`src/sv/sensor_block_average_fault_check_assert.svh`:
```
// Assertion macros for the sensor block average fault check.
// Used by the top level; expects i_clk and i_rst_n in the enclosing scope.
`ifndef SENSOR_BLOCK_AVERAGE_FAULT_CHECK_ASSERT_SVH
`define SENSOR_BLOCK_AVERAGE_FAULT_CHECK_ASSERT_SVH

`ifndef SYNTHESIS
// Same-cycle implication, disabled while reset is low
`define SBAFC_ASSERT_NOW(lbl, ante, cons) \
    lbl: assert property (@(posedge i_clk) disable iff (!i_rst_n) (ante) |-> (cons)) \
        else $error("sbafc assertion failed");
// Next-cycle implication, disabled while reset is low
`define SBAFC_ASSERT_NEXT(lbl, ante, cons) \
    lbl: assert property (@(posedge i_clk) disable iff (!i_rst_n) (ante) |=> (cons)) \
        else $error("sbafc assertion failed");
`else
`define SBAFC_ASSERT_NOW(lbl, ante, cons)
`define SBAFC_ASSERT_NEXT(lbl, ante, cons)
`endif

`endif

```
`src/sv/sbafc_pkg.sv`:
```
// Shared constants, types and codes for the sensor block average fault check.
// No dependencies; imported by sbafc_accum and the top level.
`timescale 1ns / 1ps

package sbafc_pkg;

    // Ring geometry
    localparam int DEPTH = 8;
    localparam int IDX_W = (DEPTH > 1) ? $clog2(DEPTH) : 1;
    localparam int CNT_W = $clog2(DEPTH + 1);

    // Field widths
    localparam int SMP_W = 16;
    localparam int PER_W = 16;
    localparam int THR_W = 7;
    localparam int CFG_W = 16;
    localparam int SUM_W = SMP_W + IDX_W;

    // Divisor for the block average
    localparam logic signed [SUM_W-1:0] DEPTH_SUM = SUM_W'(DEPTH);

    // Register reset values
    localparam logic [PER_W-1:0]        PERIOD_RST = 16'd100;
    localparam logic signed [SMP_W-1:0] BREAK_RST  = 16'sh7FFF;
    localparam logic signed [SMP_W-1:0] SHORT_RST  = 16'sh8000;
    localparam logic [THR_W-1:0]        THR_RST    = 7'd4;
    localparam logic [PER_W-1:0]        TICK_MAX   = 16'hFFFF;

    // Configuration register indexes
    typedef enum logic [1:0] {
        CFG_PERIOD = 2'd0,
        CFG_BREAK  = 2'd1,
        CFG_SHORT  = 2'd2,
        CFG_THRESH = 2'd3
    } t_cfg_idx;

    // Controller states
    typedef enum logic [1:0] {
        S_IDLE,
        S_SCAN,
        S_DRAIN,
        S_FIN
    } t_state;

    // Accumulator control
    typedef struct packed {
        logic clear;
        logic add;
    } t_acc_ctl;

    // One published result
    typedef struct packed {
        logic signed [SMP_W-1:0] temperature;
        logic                    open_fault;
        logic                    short_fault;
    } t_result;

endpackage

```
`src/sv/sbafc_ram.sv`:
```
// Generic single-write, single-read synchronous RAM with registered read data.
// No dependencies.
`timescale 1ns / 1ps

module sbafc_ram #(
    parameter int DATA_W  = 16,
    parameter int N_WORDS = 8,
    parameter int ADDR_W  = (N_WORDS > 1) ? $clog2(N_WORDS) : 1
) (
    input  logic              i_clk,
    input  logic              i_we,
    input  logic [ADDR_W-1:0] i_waddr,
    input  logic [DATA_W-1:0] i_wdata,
    input  logic              i_re,
    input  logic [ADDR_W-1:0] i_raddr,
    output logic [DATA_W-1:0] o_rdata
);

    logic [DATA_W-1:0] r_mem [N_WORDS];
    logic [DATA_W-1:0] r_rdata;

    // Write port
    always_ff @(posedge i_clk) begin
        if (i_we) begin
            r_mem[i_waddr] <= i_wdata;
        end
    end

    // Read port, registered read data
    always_ff @(posedge i_clk) begin
        if (i_re) begin
            r_rdata <= r_mem[i_raddr];
        end
    end

    assign o_rdata = r_rdata;

endmodule

```
`src/sv/sbafc_accum.sv`:
```
// Scan accumulator: fault code match counts and wide sum over the ring, plus result select.
// Depends on sbafc_pkg.
`timescale 1ns / 1ps

module sbafc_accum import sbafc_pkg::*; (
    input  logic                    i_clk,
    input  t_acc_ctl                i_ctl,
    input  logic signed [SMP_W-1:0] i_sample,
    input  logic signed [SMP_W-1:0] i_break_code,
    input  logic signed [SMP_W-1:0] i_short_code,
    input  logic [THR_W-1:0]        i_threshold,
    output t_result                 o_result
);

    logic [CNT_W-1:0]        r_cnt_brk;
    logic [CNT_W-1:0]        r_cnt_sht;
    logic signed [SUM_W-1:0] r_sum;
    logic [CNT_W-1:0]        n_cnt_brk;
    logic [CNT_W-1:0]        n_cnt_sht;
    logic signed [SUM_W-1:0] n_sum;
    logic signed [SUM_W-1:0] w_avg;
    logic                    w_open;
    logic                    w_short;

    // Clear at scan start, accumulate one sample per ring read
    always_comb begin
        n_cnt_brk = r_cnt_brk;
        n_cnt_sht = r_cnt_sht;
        n_sum     = r_sum;
        if (i_ctl.clear) begin
            n_cnt_brk = '0;
            n_cnt_sht = '0;
            n_sum     = '0;
        end else if (i_ctl.add) begin
            if (i_sample == i_break_code) begin
                n_cnt_brk = r_cnt_brk + 1'b1;
            end
            if (i_sample == i_short_code) begin
                n_cnt_sht = r_cnt_sht + 1'b1;
            end
            n_sum = r_sum + SUM_W'(i_sample);
        end
    end

    always_ff @(posedge i_clk) begin
        r_cnt_brk <= n_cnt_brk;
        r_cnt_sht <= n_cnt_sht;
        r_sum     <= n_sum;
    end

    // Average truncates toward zero; short code wins over break code
    always_comb begin
        w_avg   = r_sum / DEPTH_SUM;
        w_open  = THR_W'(r_cnt_brk) >= i_threshold;
        w_short = THR_W'(r_cnt_sht) >= i_threshold;
        o_result.open_fault  = w_open;
        o_result.short_fault = w_short;
        if (w_short) begin
            o_result.temperature = i_short_code;
        end else if (w_open) begin
            o_result.temperature = i_break_code;
        end else begin
            o_result.temperature = $signed(w_avg[SMP_W-1:0]);
        end
    end

endmodule

```
`src/sv/sensor_block_average_fault_check.sv`:
```
// Top level of the sensor block average fault check: config registers, tick and ring control.
// Depends on sbafc_pkg, sbafc_ram, sbafc_accum and the assertion macro header.
//
//   channel  | handshake                  | payload
//   ---------+----------------------------+-------------------------------------------
//   input    | i_in_valid / o_in_ready    | i_reading
//   output   | o_out_valid / i_out_ready  | o_temperature, o_open_fault, o_short_fault
//   config   | i_cfg_we                   | i_cfg_idx, i_cfg_data
//
// An item that stores nothing, or stores into a slot other than slot 0, leaves the block ready.
// An item that stores into slot 0 starts a ring scan through the RAM read port: one read
// per slot, and no new item is taken until S_SCAN, S_DRAIN and S_FIN lead back to S_IDLE.
// The result waits in an output register; new items are taken while it waits, and a scan
// that finishes holds in its last step until that register is free.
// Reset is synchronous; ring valid bits clear at once, so no clearing pass is needed.
`timescale 1ns / 1ps
`include "sensor_block_average_fault_check_assert.svh"

module sensor_block_average_fault_check import sbafc_pkg::*; (
    input  logic                    i_clk,
    input  logic                    i_rst_n,
    input  logic                    i_in_valid,
    output logic                    o_in_ready,
    input  logic signed [SMP_W-1:0] i_reading,
    output logic                    o_out_valid,
    input  logic                    i_out_ready,
    output logic signed [SMP_W-1:0] o_temperature,
    output logic                    o_open_fault,
    output logic                    o_short_fault,
    input  logic                    i_cfg_we,
    input  logic [1:0]              i_cfg_idx,
    input  logic [CFG_W-1:0]        i_cfg_data
);

    localparam logic [IDX_W-1:0] LAST_IDX = IDX_W'(DEPTH - 1);

    // Configuration
    logic [PER_W-1:0]        r_period;
    logic signed [SMP_W-1:0] r_break;
    logic signed [SMP_W-1:0] r_short;
    logic [THR_W-1:0]        r_thresh;

    // Control state
    logic [PER_W-1:0]        r_tick;
    logic [IDX_W-1:0]        r_widx;
    logic [DEPTH-1:0]        r_vld;
    t_state                  r_state;
    t_state                  n_state;
    logic [IDX_W-1:0]        r_addr;
    logic [IDX_W-1:0]        n_addr;
    logic                    r_rd_pend;
    logic                    r_rd_vbit;
    logic                    r_out_valid;
    t_result                 r_out;

    // Datapath
    logic                    w_in_acc;
    logic [PER_W-1:0]        w_tick_inc;
    logic                    w_store;
    logic                    w_scan_start;
    logic                    w_ram_re;
    logic                    w_load;
    logic [SMP_W-1:0]        w_ram_q;
    logic signed [SMP_W-1:0] w_sample;
    t_acc_ctl                w_acc_ctl;
    t_result                 w_result;

    // Tick counter saturates; a store happens once it reaches the period
    assign w_in_acc     = i_in_valid && o_in_ready;
    assign w_tick_inc   = (r_tick != TICK_MAX) ? r_tick + 1'b1 : r_tick;
    assign w_store      = w_tick_inc >= r_period;
    assign w_scan_start = w_in_acc && w_store && (r_widx == '0);

    // Writes only in idle, reads only in scan: the two never touch the ring together
    assign o_in_ready = (r_state == S_IDLE);
    assign w_ram_re   = (r_state == S_SCAN);

    sbafc_ram #(
        .DATA_W  (SMP_W),
        .N_WORDS (DEPTH),
        .ADDR_W  (IDX_W)
    ) u_ring (
        .i_clk   (i_clk),
        .i_we    (w_in_acc && w_store),
        .i_waddr (r_widx),
        .i_wdata (i_reading),
        .i_re    (w_ram_re),
        .i_raddr (r_addr),
        .o_rdata (w_ram_q)
    );

    // Slots never written read as zero
    assign w_sample        = r_rd_vbit ? $signed(w_ram_q) : '0;
    assign w_acc_ctl.clear = w_scan_start;
    assign w_acc_ctl.add   = r_rd_pend;

    sbafc_accum u_accum (
        .i_clk        (i_clk),
        .i_ctl        (w_acc_ctl),
        .i_sample     (w_sample),
        .i_break_code (r_break),
        .i_short_code (r_short),
        .i_threshold  (r_thresh),
        .o_result     (w_result)
    );

    // Configuration writes
    always_ff @(posedge i_clk) begin
        if (!i_rst_n) begin
            r_period <= PERIOD_RST;
            r_break  <= BREAK_RST;
            r_short  <= SHORT_RST;
            r_thresh <= THR_RST;
        end else if (i_cfg_we) begin
            case (t_cfg_idx'(i_cfg_idx))
                CFG_PERIOD: r_period <= i_cfg_data[PER_W-1:0];
                CFG_BREAK:  r_break  <= $signed(i_cfg_data[SMP_W-1:0]);
                CFG_SHORT:  r_short  <= $signed(i_cfg_data[SMP_W-1:0]);
                CFG_THRESH: r_thresh <= i_cfg_data[THR_W-1:0];
                default:    r_period <= r_period;
            endcase
        end
    end

    // Tick counter, write index and ring valid bits
    always_ff @(posedge i_clk) begin
        if (!i_rst_n) begin
            r_tick <= '0;
            r_widx <= '0;
            r_vld  <= '0;
        end else if (w_in_acc) begin
            if (w_store) begin
                r_tick        <= '0;
                r_widx        <= (r_widx == LAST_IDX) ? '0 : r_widx + 1'b1;
                r_vld[r_widx] <= 1'b1;
            end else begin
                r_tick <= w_tick_inc;
            end
        end
    end

    // Scan sequencer: next state and read address
    always_comb begin
        n_state = r_state;
        n_addr  = r_addr;
        w_load  = 1'b0;
        case (r_state)
            S_IDLE: begin
                if (w_scan_start) begin
                    n_state = S_SCAN;
                    n_addr  = '0;
                end
            end
            S_SCAN: begin
                n_addr = r_addr + 1'b1;
                if (r_addr == LAST_IDX) begin
                    n_state = S_DRAIN;
                end
            end
            S_DRAIN: begin
                n_state = S_FIN;
            end
            S_FIN: begin
                if (!r_out_valid || i_out_ready) begin
                    w_load  = 1'b1;
                    n_state = S_IDLE;
                end
            end
            default: begin
                n_state = S_IDLE;
            end
        endcase
    end

    always_ff @(posedge i_clk) begin
        if (!i_rst_n) begin
            r_state   <= S_IDLE;
            r_addr    <= '0;
            r_rd_pend <= 1'b0;
            r_rd_vbit <= 1'b0;
        end else begin
            r_state   <= n_state;
            r_addr    <= n_addr;
            r_rd_pend <= w_ram_re;
            r_rd_vbit <= r_vld[r_addr];
        end
    end

    // Output register
    always_ff @(posedge i_clk) begin
        if (!i_rst_n) begin
            r_out_valid <= 1'b0;
        end else if (w_load) begin
            r_out_valid <= 1'b1;
        end else if (i_out_ready) begin
            r_out_valid <= 1'b0;
        end
    end

    always_ff @(posedge i_clk) begin
        if (w_load) begin
            r_out <= w_result;
        end
    end

    assign o_out_valid   = r_out_valid;
    assign o_temperature = r_out.temperature;
    assign o_open_fault  = r_out.open_fault;
    assign o_short_fault = r_out.short_fault;

    // Checks
    `SBAFC_ASSERT_NOW(a_no_write_in_scan, r_state != S_IDLE, !w_in_acc)
    `SBAFC_ASSERT_NOW(a_widx_in_range, 1'b1, r_widx <= LAST_IDX)
    `SBAFC_ASSERT_NOW(a_short_wins, o_out_valid && o_short_fault, o_temperature == r_short)
    `SBAFC_ASSERT_NEXT(a_drain_adds, r_state == S_SCAN && r_addr == LAST_IDX,
                       r_state == S_DRAIN && r_rd_pend)

endmodule
```
`config.mk`:
```
export PLATFORM = sky130hd
export DESIGN_NAME = sensor_block_average_fault_check
export DESIGN_NICKNAME = d
export VERILOG_FILES = /design/src/sv/sbafc_pkg.sv /design/src/sv/sbafc_ram.sv /design/src/sv/sbafc_accum.sv /design/src/sv/sensor_block_average_fault_check.sv
export VERILOG_INCLUDE_DIRS = /design/src /design/src/sv
export SDC_FILE = /design/constraint.sdc
export NUM_CORES = 1
export LEC_CHECK = 0
export BUFFER_PORTS_ARGS = -buffer_cell sky130_fd_sc_hd__buf_2
export CAP_MARGIN = 20
export CORE_MARGIN = 2
export CORE_UTILIZATION = 50
export DETAILED_ROUTE_END_ITERATION = 8
export PLACE_DENSITY = 0.72
export REMOVE_ABC_BUFFERS = 1
export SETUP_SLACK_MARGIN = 0.5
export SKIP_LAST_GASP = 1
export SLEW_MARGIN = 20
export SYNTH_ARGS = -nofsm -noshare
export SYNTH_HDL_FRONTEND = slang
export SYNTH_SLANG_ARGS = --single-unit
export TNS_END_PERCENT = 50
```
`constraint.sdc`:
```
create_clock -name i_clk -period 7.7 [get_ports i_clk]
set_clock_uncertainty 0.05 [all_clocks]
set_input_delay 2.31 -clock i_clk [delete_from_list [all_inputs] [get_ports i_clk]]
set_output_delay 2.31 -clock i_clk [all_outputs]
set_load 0.005 [all_outputs]
```
==> results.txt <==
Status -> completed
Synth top area share -> 36.23%
Clock power frac -> 40.2%
DRT Pass-1 Iters -> 6
Relative slew slack -> 29.83%
# fillers -> 2146
Ys async rst share -> 0%
RSZ-0062 raised after global routing -> false
DRT antenna net count -> 0
Max Fclk -> 0.2240 GHz
Total Nets Final -> 1361
Clock Tree Root -> clkbuf_16
Yosys warnings -> 0
Hold_buf cts -> 0
IO Port Bufs -> 58
Post-CTS setup buffer count -> 0
Endpoint class of the critical path -> flip-flop
# H-tree levels -> 1
Fraction of final layout cells with drive strength greater than 1 -> 15.84%
Grt met2 use -> 36.74%
Power Internal -> 2.704 mW
Sequential fraction of the synthesis area -> 53.68%
Hold WS -> 0.4090 ns
Predominant post-synthesis flop cell -> edfxtp_1
Worst min path class -> flip-flop to flip-flop
End-of-flow core utilization -> 57.50%
Die H -> 167.9 um
Most common cell after layout, fill and taps aside -> nand2_1
Final Hold Fails -> 0
Routability cong. -> 0.8563
Initial DRC count -> 729
Kind of start point of the critical path -> flip-flop
Tot Pwr -> 3.628 mW
Setup TNS Final -> 0 ns
Met1 track demand over resource -> 29.07%
Vias per Instance -> 5.738
Drt drc -> 0
Final WS setup -> 3.235 ns
Count of final max-slew check failures -> 0
First-pass GRT wire length -> 48100 um
WP data required -> 7.88 ns
CP max FO -> 18
Number of max-cap violations -> 0
IR drop worst, VDD -> 0.0001576 V
Tcrit/Tclk final -> 57.99%
Number of global-route vias before repair -> 9013
Crit Path Category -> flip-flop to flip-flop
DR vias -> 9318
GRT Util Overall -> 21.49%
R2r setup slk -> 3.23 ns
Worst slack, placed -> 3.280 ns
Pwr dens -> 240.7 nW/um^2
Area grow syn2layout -> 12.24%
DR WL/cell -> 18.56 um
Gate power share -> 11.7%
Ranking of synthesized cells by area -> edfxtp_1 (36%), dfxtp_1 (17%), mux4_2 (5.7%), ha_1 (5.2%), nand2_1 (4.9%)
Area of the core -> 26210 sq um
CTS resizes -> 0
Row cnt -> 59
Leak pwr -> 5.643 nW
Slew @ Worst Pin -> 1.049 ns
Hpwl dp -> 20060 um
# clock sinks -> 279
GR Util met3 -> 2.868%
Flop and latch count out of synthesis -> 279
Number of synthesized flops with an enable pin -> 162
Unique masters post-synth -> 76
Initial antenna violation count -> 3
Post-Synthesis Cells -> 1212
Final setup vio count -> 0
Switching Fraction -> 25.46%
Grt ovf -> 0
Sequential power share -> 48.1%
Net Sw Power -> 923.4 uW
CTS tree -> built
CTS Buf Count -> 29
Synth area leader -> edfxtp_1
Die area -> 28180 sq um
Crit path arrival time -> 4.65 ns
Post-Route WL -> 30140 um
Busiest grt layer -> met2
Clock Latency Late Sink -> 0.56 ns
Mapped Avg Cell Area -> 11.08 sq um
Starting density of the core -> 51.23%
# IOs -> 59
Clk slew on worst S/H paths -> 0.06 ns
Min cycle time layout -> 4.465 ns
Largest net degree at the start of global routing -> 63
Commonest non-fill, non-tap cells in the layout -> nand2_1 (174), edfxtp_1 (162), dfxtp_1 (116)
Clk buf depth -> 3
Die Wd -> 167.9 um
Post-Syn Area -> 13430 sq um
routing by layer:
layer | up-vias | wire, um
li1 | 4494 | -
met1 | 4530 | 13230
met2 | 242 | 14500
met3 | 50 | 1719
met4 | 2 | 672
met5 | - | 13
critical path, cell delays in order, from the launching register on:
cell and delay, ns:
dfxtp_1 0.47, and4_4 0.32, nand4_4 0.15, nor4_4 0.39, nor2_2 0.13, and4_4 0.23, xor2_1 0.14, ha_1 0.29
and3_1 0.17, and2_1 0.15, a221o_1 0.14, a31oi_1 0.05, o21ai_2 0.60, nand2_1 0.26, nor4_2 0.26, buf_4 0.33
worst paths after layout:
path,start,endpoint,depth (start not counted)
setup / recovery,r_tick[4],u_ring.r_mem[0][10],15
setup reg to reg,r_tick[4],u_ring.r_mem[0][10],15
hold reg to reg,r_period[8],r_period[8],2
hold / removal,r_period[8],r_period[8],2
synth_stat cells, types with 11 or more instances:
cell type / count
edfxtp_1: 162
a21oi_1: 86
nor3_1: 13
nor2_1: 97
xor2_1: 27
nand2_1: 174
clkbuf_1: 36
o21ai_0: 34
dfxtp_1: 117
o21a_1: 13
nand3_1: 35
a21o_1: 17
inv_1: 52
ha_1: 56
nand3b_1: 19
mux2i_1: 23
a22oi_1: 13
mux2_2: 18
and2_1: 13
mux4_2: 34
xnor2_1: 23
o22ai_1: 11
through the flow:
step,std cells,area (sq um)
2_1_floorplan,1161,13190
3_3_place_gp,1569,14050
3_5_place_dp,1569,14050
4_1_cts,1623,15050
5_1_grt,1623,15070
6_report,1624,15070
kinds of logic (layout without fill, tap and decap cells):
kind of cell	count (synthesis)	in the layout	synth area share, %
XOR/XNOR	50	50	3.262
other	0	1	0
AO/OA/AOI/OAI	230	230	10.67
buffers and inverters	104	180	3.262
multiplexers	76	76	9.040
adder cells (fa/ha/maj)	57	57	5.368
AND/OR/NAND/NOR	416	416	14.72
flip-flops	279	279	53.68
power by group through the flow:
stage / Clock (mW) / Sequential (mW) / Combinational (mW)
4_1_cts: 1.48 / 1.74 / 0.423
3_5_place_dp: 0 / 1.77 / 0.422
3_3_place_gp: 0 / 1.77 / 0.409
5_1_grt: 1.54 / 1.76 / 0.482
2_1_floorplan: 0 / 1.75 / 0.302
6_report: 1.46 / 1.75 / 0.424
final cells by class:
type / instances / area (sq um) / area share (%)
clock inverter: 18 / 229.0 / 1.520
inverter: 53 / 200.2 / 1.329
tap: 335 / 419.2 / 2.782
multi-input combinational: 829 / 5834 / 38.72
antenna: 1 / 2.502 / 0.01661
clock buffer: 36 / 772.0 / 5.123
timing repair buffer: 73 / 402.9 / 2.674
sequential: 279 / 7208 / 47.84
state kept, by name (all words and copies together), names as in the netlist, 2 cells and up:
register and flops:
u_ring.r_mem 128, u_accum.r_sum 19, o_temperature 16, r_break 16, r_period 16, r_short 16, r_tick 16, u_ring.o_rdata 16
r_vld 8, r_thresh 7, u_accum.r_cnt_brk 4, u_accum.r_cnt_sht 4, r_addr 3, r_widx 3, r_state 2
Power figures use the tool's default switching activity.
